$ cat src/rtl/cptd_pkg.sv
package cptd_pkg;

  localparam int MAX_CATEGORIES_DEF = 8;
  localparam int STORE_DEPTH_DEF    = 65536;
  localparam int ELEMENT_BITS_DEF   = 16;
  localparam int ACC_BITS_DEF       = 48;

  localparam int NDIMS         = 12;
  localparam int KW            = $clog2(NDIMS);
  localparam int DIM_BITS      = 8;
  localparam int CAT_BITS      = 4;
  localparam int IDX_BITS      = 6;
  localparam int SUM_BITS      = 48;
  localparam int REQ_BITS      = 2;
  localparam int ADDR_BITS     = 16;
  localparam int VAL_BITS      = 16;
  localparam int CFG_IDX_BITS  = 3;
  localparam int CFG_DATA_BITS = 24;

  typedef enum logic [REQ_BITS-1:0] {
    REQ_SIGMA  = 2'd0,
    REQ_FILTER = 2'd1,
    REQ_RUN    = 2'd2
  } req_t;

  typedef enum logic [CFG_IDX_BITS-1:0] {
    CFG_NUM_CAT = 3'd0,
    CFG_FIRST   = 3'd1,
    CFG_DEEPER  = 3'd2,
    CFG_KERNEL  = 3'd3,
    CFG_OUTSIZE = 3'd4,
    CFG_BCAST   = 3'd5
  } cfg_idx_t;

  typedef enum logic [2:0] {
    ST_IDLE,
    ST_SIZE,
    ST_CHECK,
    ST_PAIR_INIT,
    ST_STREAM,
    ST_DRAIN,
    ST_EMIT
  } state_t;

  typedef struct packed {
    logic clr;
    logic mul_en;
    logic acc_en;
  } mac_ctl_t;

  // Broadcast mask bit that governs each dimension.
  function automatic logic [2:0] dim_group(input logic [KW-1:0] k);
    logic [2:0] g;
    case (k)
      4'd0:  g = 3'd0;
      4'd1:  g = 3'd1;
      4'd2:  g = 3'd2;
      4'd3:  g = 3'd2;
      4'd4:  g = 3'd3;
      4'd5:  g = 3'd4;
      4'd6:  g = 3'd4;
      4'd7:  g = 3'd5;
      4'd8:  g = 3'd6;
      4'd9:  g = 3'd6;
      default: g = 3'd7;
    endcase
    return g;
  endfunction

  function automatic logic [DIM_BITS-1:0] dim_sel(input logic [KW-1:0] k,
                                                  input logic [15:0] fcc,
                                                  input logic [15:0] dcc,
                                                  input logic [23:0] ks,
                                                  input logic [7:0]  os);
    logic [DIM_BITS-1:0] d;
    case (k)
      4'd0:  d = fcc[7:0];
      4'd1:  d = fcc[15:8];
      4'd2:  d = ks[7:0];
      4'd3:  d = ks[7:0];
      4'd4:  d = dcc[7:0];
      4'd5:  d = ks[15:8];
      4'd6:  d = ks[15:8];
      4'd7:  d = dcc[15:8];
      4'd8:  d = ks[23:16];
      4'd9:  d = ks[23:16];
      default: d = os;
    endcase
    return d;
  endfunction

endpackage

$ cat src/rtl/cptd_mac.sv
module cptd_mac #(
  parameter int EB = 16,
  parameter int AB = 48
) (
  input  logic                     clk,
  input  logic                     rst_n,
  input  cptd_pkg::mac_ctl_t       ctl,
  input  logic signed [EB-1:0]     a,
  input  logic signed [EB-1:0]     b,
  output logic signed [AB-1:0]     acc
);
  import cptd_pkg::*;

  localparam int PB = 2 * EB;
  localparam int SW = ((AB > PB) ? AB : PB) + 1;
  localparam logic signed [SW-1:0] ACC_HI = {{(SW-AB+1){1'b0}}, {(AB-1){1'b1}}};
  localparam logic signed [SW-1:0] ACC_LO = ~ACC_HI;

  logic signed [PB-1:0] prod_r;
  logic signed [AB-1:0] acc_r;
  logic signed [SW-1:0] sum;
  logic signed [SW-1:0] sat;

  always_ff @(posedge clk) begin
    if (ctl.mul_en) begin
      prod_r <= a * b;
    end
  end

  // saturate to the accumulator range on every add
  always_comb begin
    sum = SW'(acc_r) + SW'(prod_r);
    if (sum > ACC_HI) begin
      sat = ACC_HI;
    end else if (sum < ACC_LO) begin
      sat = ACC_LO;
    end else begin
      sat = sum;
    end
  end

  always_ff @(posedge clk) begin
    if (!rst_n || ctl.clr) begin
      acc_r <= '0;
    end else if (ctl.acc_en) begin
      acc_r <= sat[AB-1:0];
    end
  end

  assign acc = acc_r;

endmodule

$ cat config.mk
export PLATFORM = sky130hd
export DESIGN_NAME = cptd_mac
export DESIGN_NICKNAME = d
export VERILOG_FILES = /design/src/rtl/cptd_pkg.sv /design/src/rtl/cptd_mac.sv
export SDC_FILE = /design/constraint.sdc
export NUM_CORES = 1
export LEC_CHECK = 0
export BUFFER_PORTS_ARGS = -buffer_cell sky130_fd_sc_hd__buf_4
export CAP_MARGIN = 30
export CORE_MARGIN = 3
export CORE_UTILIZATION = 30
export DETAILED_ROUTE_END_ITERATION = 8
export SYNTH_ARGS = -nofsm -noshare
export SYNTH_HDL_FRONTEND = slang
export SYNTH_SLANG_ARGS = --single-unit
$ cat constraint.sdc
create_clock -name clk -period 5.9 [get_ports clk]
set_clock_uncertainty 0.2 [all_clocks]
set_input_delay 0.295 -clock clk [delete_from_list [all_inputs] [get_ports clk]]
set_output_delay 0.295 -clock clk [all_outputs]
set_load 0.005 [all_outputs]
## Word-level counts from Yosys, hierarchy flattened

Cells that the tools add are included.

| storage, ports and cells | value |
|---|---|
| flip-flop bits (word level) | 80 |
| input port bits | 37 |
| output and inout port bits | 48 |

| cells by class | value |
|---|---|
| add/sub/neg operators | 1 |
| muxes and demuxes | 2 |
| multiply operators | 1 |
| reduce and logical (&&, ||, !) cells | 2 |
| magnitude comparators | 2 |

Operators with widths:

| kind | count |
|---|---|
| $mux 48 | 2 |
| $add 48x32->49 | 1 |
| $gt 49x48->1 const B | 1 |
| $lt 49x48->1 const B | 1 |
| $mul 16x16->32 | 1 |
| $logic_not 1->1 | 1 |
| $logic_or 1x1->1 | 1 |

## Logic depth before layout (Yosys ltp)

Gate-level depths: netlist of the first run.

| logic depth | value |
|---|---|
| word-level depth | 4 |
| depth in mapped cells | 25 |
| gate-level depth less buffers | 24 |

## Least setup slack after synthesis of the first run

Ideal clock, no wire load.

| timing path | value |
|---|---|
| path type | input-to-reg |
| from | input port a[11] |
| to | register prod_r[31], data pin |
| data arrival time | 5.697 ns |
| stages on the path | 22 |
| buffers on the path | 1 |
| path slack | -0.257 ns |
| data required time | 5.440 ns |
| cells stage by stage | clkbuf_1 nand2_1 fa_1 fa_1 fa_1 inv_1 fa_1 fa_1 inv_1 fa_1 inv_1 ha_1 nand2_1 a21oi_1 o21ai_0 a21bo_2 o41ai_1 o211ai_1 a31oi_1 a21o_1 a21oi_1 xnor2_1 |

| on the way | value |
|---|---|
| word-level cells in the longest chain between the ends | 1 |

RTL lines:

| what | RTL line | text |
|---|---|---|
| start, declared | cptd_mac.sv:8 | `input logic signed [EB-1:0] a,` |
| $mul 16x16->32 | cptd_mac.sv:26 | `prod_r <= a * b;` |
| end signal, assigned | cptd_mac.sv:26 |  |
| end, declared | cptd_mac.sv:19 | `logic signed [PB-1:0] prod_r;` |

Every way passes these cells.
A chain may end at the register's enable or synchronous reset.

## Worst setup path after layout of the first run

| timing path | value |
|---|---|
| from | input port b[10] |
| to | register prod_r[31], data pin |

| on the way | value |
|---|---|
| word-level cells in the longest chain between the ends | 1 |

RTL lines:

| what | RTL line | text |
|---|---|---|
| start, declared | cptd_mac.sv:9 | `input logic signed [EB-1:0] b,` |
| $mul 16x16->32 | cptd_mac.sv:26 |  |

Every way passes these cells.

==> results of run 1 <==
[metal layers]
| layer | GRT usage (%) | share of wire (%) | wire, µm | vias to the layer above |
|---|---|---|---|---|
| met5 | 0 | 0 | 0 | - |
| met1 | 21.5 | 49 | 19200 | 5825 |
| met2 | 23.1 | 45 | 17400 | 271 |
| met4 | 2.58 | 1.1 | 437 | 0 |
| li1 | - | - | - | 5815 |
| met3 | 1.82 | 4.7 | 1810 | 34 |
[kinds of logic after synthesis]
logic type,after synthesis,share of synthesized area (%)
compound gates,300,11.9
xor+xnor,81,4.60
fa+ha+maj,439,47.2
buf+inv,413,10.2
flops,80,12.3
mux,2,0.129
simple gates,434,13.6
[worst paths after layout]
| kind | endpoint | slack (ns) | cells after the start |
|---|---|---|---|
| max | prod_r[31]$_DFFE_PP_ | 0.18 | 23 |
| min | acc[30]$_SDFFE_PP0P_ | 0.16 | 3 |
| max reg2reg | acc[23]$_SDFFE_PP0P_ | 1.32 | 13 |
| min reg2reg | acc[47]$_SDFFE_PP0P_ | 0.34 | 2 |
[through the flow]
stage | hold WS (ns) | util [%]
after floorplan | 0.207 | -
after global placement | 0.322 | 34.8
after detailed placement | 0.332 | 34.8
after CTS | 0.139 | 35.4
after global routing | 0.162 | 36.0
final | 0.156 | 36.0
[worst register-to-register path, cell delays in order (launching register included)]
cell and delay, ns:
edfxtp_1 0.42, ha_1 0.25, fa_1 0.44, a211oi_1 0.33, o211ai_1 0.22, a311o_1 0.36, a21o_1 0.27, a211oi_4 0.40
o21ai_2 0.16, nand2b_1 0.10, a32o_2 0.59, buf_4 0.41, maj3_1 0.23, a21oi_1 0.06
[registers in the layout, indices dropped and copies added (netlist names)]
name and count:
acc 48, prod_r 32
[final cells by class]
type | instances | area (µm²)
Fill cell | 5204 | 32400
Multi-Input combinational cell | 1256 | 12300
Sequential cell | 80 | 1920
Timing Repair Buffer | 194 | 1580
Inverter | 341 | 1280
Tap cell | 672 | 841
Clock buffer | 12 | 246
Clock inverter | 4 | 45.0
[placed cells by master, fill, tap and decap left out, types with 4 or more instances in the layout]
master / netlist / final
inv_1: 341 / 336
fa_1: 263 / 251
buf_4: 0 / 175
nand2_1: 161 / 157
and2_1: 135 / 124
ha_1: 130 / 119
a21oi_1: 110 / 106
o21ai_0: 76 / 74
nor2_1: 64 / 64
xnor2_1: 49 / 49
dfxtp_1: 48 / 48
maj3_1: 44 / 44
edfxtp_1: 32 / 32
a21o_1: 31 / 31
xor2_1: 31 / 31
nand3_1: 19 / 16
a31oi_1: 14 / 13
nor3_1: 13 / 13
buf_6: 4 / 13
fa_2: 0 / 12
and2_4: 0 / 11
nand4_1: 10 / 10
ha_4: 0 / 10
clkbuf_16: 0 / 10
nand2b_1: 9 / 9
o21bai_1: 9 / 9
o211ai_1: 8 / 8
o21a_1: 8 / 8
a211oi_1: 6 / 6
inv_2: 0 / 5
and3_1: 5 / 5
nor2b_1: 6 / 5
nand2_2: 0 / 4
a21oi_2: 0 / 4
buf_12: 0 / 4
[repair_timing]
| item | 4_1_cts | 5_1_grt |
|---|---|---|
| gates resized for setup | 0 | 65 |
| setup buffers | 0 | 3 |
| setup endpoints to repair | 0 | 7 |
| hold buffers | 0 | 0 |
==> results by group, run 1 <==
Clock tree
  – Clk pin slew, worst setup/hold paths: approximately 0.060 ns
  – CTS root buf: clkbuf_16
  – Max Buffers Root-to-Sink: 2
  – Max H-tree Level: 3
  – Clock tree sinks: 80
  – Total CTS buffers: 9
  – Clk Latency, worst-skew pair: about 0.34 ns
  – TritonCTS clock tree: done

Timing
  – Final Hold Viols: 0
  – RSZ-0062 raised after global routing: true
  – Sum of negative setup slack: 0 ns
  – Slew at the pin closest to its max-slew limit: ~0.91 ns
  – Tmin final: 5.72 ns
  – Max Fclk: 0.175 GHz
  – Max-slew headroom: between 30% and 40%
  – Final period util: ~97%
  – # setup viols final: 0
  – Slew Viols, Final: 0
  – Slack of the critical path: roughly 0.18 ns

Routing
  – Routed vias: 11900
  – Total wire length: ~39 mm
  – Routed Antenna Nets: 0
  – DRC: 0
  – Per-cell routed wire length: 15.2 µm
  – DR iter-0 viols: ~670
  – First-pass DRT Iterations: 4
  – Avg Vias per Cell: around 4.7

Placement
  – DPL Wire Length: around 33 mm
  – Worst slack at placement: -0.245 ns
  – Port bufs: 84
  – Routability congestion estimate: about 0.88
  – Dpl cells: between 2000 and 3000
  – DP Area: 17600 µm²

Worst setup path
  – Crit-path max cell delay: 0.54 ns
  – Critical path data arrival time: approximately 5.6 ns
  – Cell-by-cell trace of the critical path: buf_4 -> and2_1 -> fa_1 -> inv_1 -> fa_1 -> inv_1 -> fa_1 -> fa_1 -> fa_1 -> inv_1 -> fa_1 -> inv_1 -> ha_4 -> nand2_1 -> a311oi_1 -> o31ai_1 -> buf_4 -> o41ai_4 -> o211ai_1 -> a31oi_2 -> a21o_1 -> a21oi_2 -> xnor2_1
  – CP startpoint kind: primary input
  – Worst path top cell family by delay: adder cells
  – Reg2reg start: prod_r[0]$_DFFE_PP_
  – Kind of critical path: in -> reg
  – Worst EP required: approximately 5.8 ns
  – Crit-path max FO: 7
  – CP endpoint kind: flip-flop
  – Critical-path top delay cell: fa_1
  – CP Buf/Inv Count: 6
  – Crit path from: b[10]
  – Cell mode on critical path: fa_1

Synthesis
  – Ys flop type: dfxtp_1
  – Async set or reset register ratio after synthesis: 0%
  – Synthesis-stage register bit count: 80
  – Cell Area, Synth: around 16000 µm²
  – Post-synth top area share: between 30% and 40%
  – Synth area leaders: fa_1, ha_1, inv_1
  – Post-synth EDFFs: 32
  – Post-synth top area cell: fa_1
  – Sequential share of the synthesized area: roughly an eighth
  – Syn_area_per_cell: about 8.9 µm²
  – Syn Nets: approximately 2200
  – Count leader, synth: inv_1
  – Cell variety after synth: 66
  – Top cells by count, synth: inv_1, fa_1, nand2_1
  – Mapped Cells: around 1700
  – Syn. warnings: 0

Final layout
  – Layout cells sized above 1: around 15%
  – Antenna cell count: 0
  – Area growth from synthesis to layout: 17.3%
  – Finished Layout Cells: 2559
  – Fin area: 18300 µm²
  – Nets: between 2000 and 2500

Global route
  – Number of global-route vias before repair: 12600
  – GRT overflow: 0
  – Initial antenna violation count: 1
  – First-pass GRT wire length: 65.4 mm
  – Total GRT Usage: about 15%
  – Largest net degree at the start of global routing: 96

Run
  – Max-Cap Viols: 0

Floorplanning
  – Die height: roughly 230 µm
  – Die ar.: roughly 55000 µm²
  – Site Rows: roughly 80
  – Die Span X: approximately 230 µm
  – Starting Density: between 30% and 40%
  – Core area: just over 50000 µm²
  – Io pins: 85

Run status
  – Status: complete, no violations

Hold path
  – Hold/Removal Path Class: in -> reg
  – Worst hold start: rst_n
Power of run 1 is not shown: default switching activity piles up to over one toggle a cycle in this logic, so the estimate is an artifact.
==> run 2: changes to the inputs <==
Settings changed: CELL_PAD_IN_SITES_DETAIL_PLACEMENT from default to 1, CELL_PAD_IN_SITES_GLOBAL_PLACEMENT from default to 1, CORE_UTILIZATION 30 to 45, PLACE_DENSITY_LB_ADDON from default to 0.1.
==> run 2 against run 1 <==
Setup slack got worse by 0.16 ns. Core utilization increased by 18 points. Non-clock buffer count is 20 higher. Via count increased by 2.7%. Global-route usage is 8.7 points higher. Largest cell class unchanged. Flip-flop and latch count stayed put. Critical path depth grew 1. Register-to-register slack about the same. Maximum frequency shrank 2.7%. First-iteration DRC count decreased by 43%. Worst hold slack improved by 0.0051 ns. Final cell count decreased by 8.0%.
==> results by group, run 2 (synthesized netlist as in run 1, its figures left out) <==
Run status
  – Status: complete, no violations

Placement
  – Port bufs: 84 (unchanged)
  – DPL Wire Length: 35.6 mm (+7.7%)
  – Routability congestion estimate: 0.834 (-5.0%)

Routing
  – Routed vias: 12300 (+2.7%)
  – First-pass DRT Iterations: 5 (+1)
  – Total wire length: 42.2 mm (+8.9%)
  – DRC: 0 (unchanged)
  – Avg Vias per Cell: 5.21 (+12%)
  – Routed Antenna Nets: 0 (unchanged)
  – DR iter-0 viols: 380 (-43%)
  – Per-cell routed wire length: 17.9 µm (+18%)

Final layout
  – Area growth from synthesis to layout: 16.4%
  – Layout cells sized above 1: 15.5% (+0.63 points)
  – # fillers: 3974 (-24%)
  – Max reg flops: 48 (unchanged)
  – Antenna cell count: 0 (unchanged)
  – Commonest non-fill, non-tap cell in the layout: inv_1
  – Highest-count cells in the layout ignoring fill and taps: inv_1, fa_1, buf_4
  – Nets: 2332 (+0.87%)

Timing
  – Slew at the pin closest to its max-slew limit: 0.871 ns (-0.0351 ns)
  – # setup viols final: 0 (unchanged)
  – Sum of negative setup slack: 0 ns (unchanged)
  – Tmin final: 5.88 ns (+0.159 ns)
  – Max-slew headroom: 41.9% (+2.5 points)
  – RSZ-0062 raised after global routing: true
  – Max Fclk: 0.170 GHz (-2.7%)
  – Final Hold Viols: 0 (unchanged)
  – Final period util: 99.7% (+2.7 points)
  – Slew Viols, Final: 0 (unchanged)

Floorplanning
  – Die Span X: 192 µm (-18%)
  – Site Rows: 67 (-18%)
  – Core area: 33800 µm² (-33%)
  – Die ar.: 36900 µm² (-33%)
  – Io pins: 85 (unchanged)
  – Starting Density: 46.1% (+15 points)
  – Die height: 192 µm (-18%)

Worst setup path
  – Crit-path max cell delay: 0.56 ns (+0.02 ns)
  – Cell mode on critical path: fa_1
  – Cell-by-cell trace of the critical path: buf_4 -> buf_4 -> and2_1 -> fa_1 -> fa_1 -> ha_1 -> inv_1 -> fa_1 -> inv_1 -> fa_1 -> inv_1 -> fa_1 -> inv_2 -> ha_4 -> o21ai_1 -> a21oi_2 -> o21ai_2 -> a21bo_2 -> o41ai_4 -> o211ai_1 -> a31oi_1 -> a21o_1 -> a21oi_2 -> xnor2_1
  – CP endpoint kind: flip-flop
  – CP startpoint kind: primary input
  – Critical path data arrival time: 5.77 ns (+0.15 ns)
  – Kind of critical path: in -> reg
  – Worst EP required: 5.79 ns (about the same)
  – Crit-path max FO: 11 (+4)
  – Critical-path top delay cell: fa_1

Clock tree
  – Clk pin slew, worst setup/hold paths: 0.06 ns (about the same)
  – Max Buffers Root-to-Sink: 2 (unchanged)
  – CTS root buf: clkbuf_16
  – Total CTS buffers: 9 (unchanged)
  – TritonCTS clock tree: done
  – Clk Latency, worst-skew pair: 0.34 ns (about the same)
  – Max H-tree Level: 3 (unchanged)
  – Clock tree sinks: 80 (unchanged)

Global route
  – Largest net degree at the start of global routing: 96 (unchanged)
  – First-pass GRT wire length: 69.3 mm (+5.9%)
  – GRT overflow: 0 (unchanged)
  – Initial antenna violation count: 0 (-1)
  – Total GRT Usage: 23.2% (+8.7 points)
  – Number of global-route vias before repair: 13600 (+8.4%)

Hold path
  – Hold/Removal Path Class: in -> reg

Run
  – Max-Cap Viols: 0 (unchanged)
## run 2: path summary, 6_finish.rpt
check,from,endpoint,slack (ns),cells past startpoint
worst min-delay path,rst_n,acc[30]$_SDFFE_PP0P_,0.16,3
worst max-delay path,b[3],prod_r[31]$_DFFE_PP_,0.02,24
worst min register to register,acc[47]$_SDFFE_PP0P_,acc[47]$_SDFFE_PP0P_,0.33,2
worst max register to register,prod_r[0]$_DFFE_PP_,acc[13]$_SDFFE_PP0P_,1.33,13
## run 2: metrics by stage
step / cell area (µm²) / std cells / setup slack, ns / utilization, % / hold slack (ns)
6_report: 18100 / 2355 / 0.0159 / 53.6 / 0.161
5_1_grt: 18100 / 2355 / -0.174 / 53.6 / 0.199
4_1_cts: 17800 / 2348 / 0.0159 / 52.6 / 0.165
3_5_place_dp: 17500 / 2332 / -0.392 / 51.7 / 0.332
3_3_place_gp: 17500 / 2332 / -0.290 / 51.7 / 0.324
2_1_floorplan: 15700 / 1749 / 0.00107 / - / 0.207
## run 2: worst max-delay path, delay by kind of cell
kind | cells | cell delay [ns]
adder cells (fa/ha/maj) | 7 | 2.99
XOR/XNOR | 1 | 0.12
AND/OR/NAND/NOR | 1 | 0.17
AO/OA/AOI/OAI | 9 | 1.63
buffers and inverters | 6 | 0.55
## run 2: cell type report
type	instances	area (µm²)	area share [%]
clock inverter	6	83.8	0.463
timing repair buffer	214	1680	9.28
tap	448	561	3.09
clock buffer	10	229	1.26
multi-input combinational	1256	12400	68.2
inverter	341	1280	7.06
sequential	80	1920	10.6
## run 2: what timing repair did
item,CTS,global route
gates resized for setup,2,50
hold buffers,0,0
setup buffers,0,5
endpoints found under the setup margin,2,7
pin swaps,1,31
gates cloned,0,2
## run 2: routing by layer
layer | vias up | part of all wire, % | GRT usage (%) | routed length [µm]
met3 | 33 | 3.5 | 2.37 | 1460
met2 | 199 | 49 | 41.1 | 20900
met1 | 6203 | 46 | 31.5 | 19400
met4 | 0 | 1.2 | 3.78 | 508
li1 | 5838 | - | - | -
met5 | - | 0 | 0 | 0
Power of run 2 is left out for the same reason.
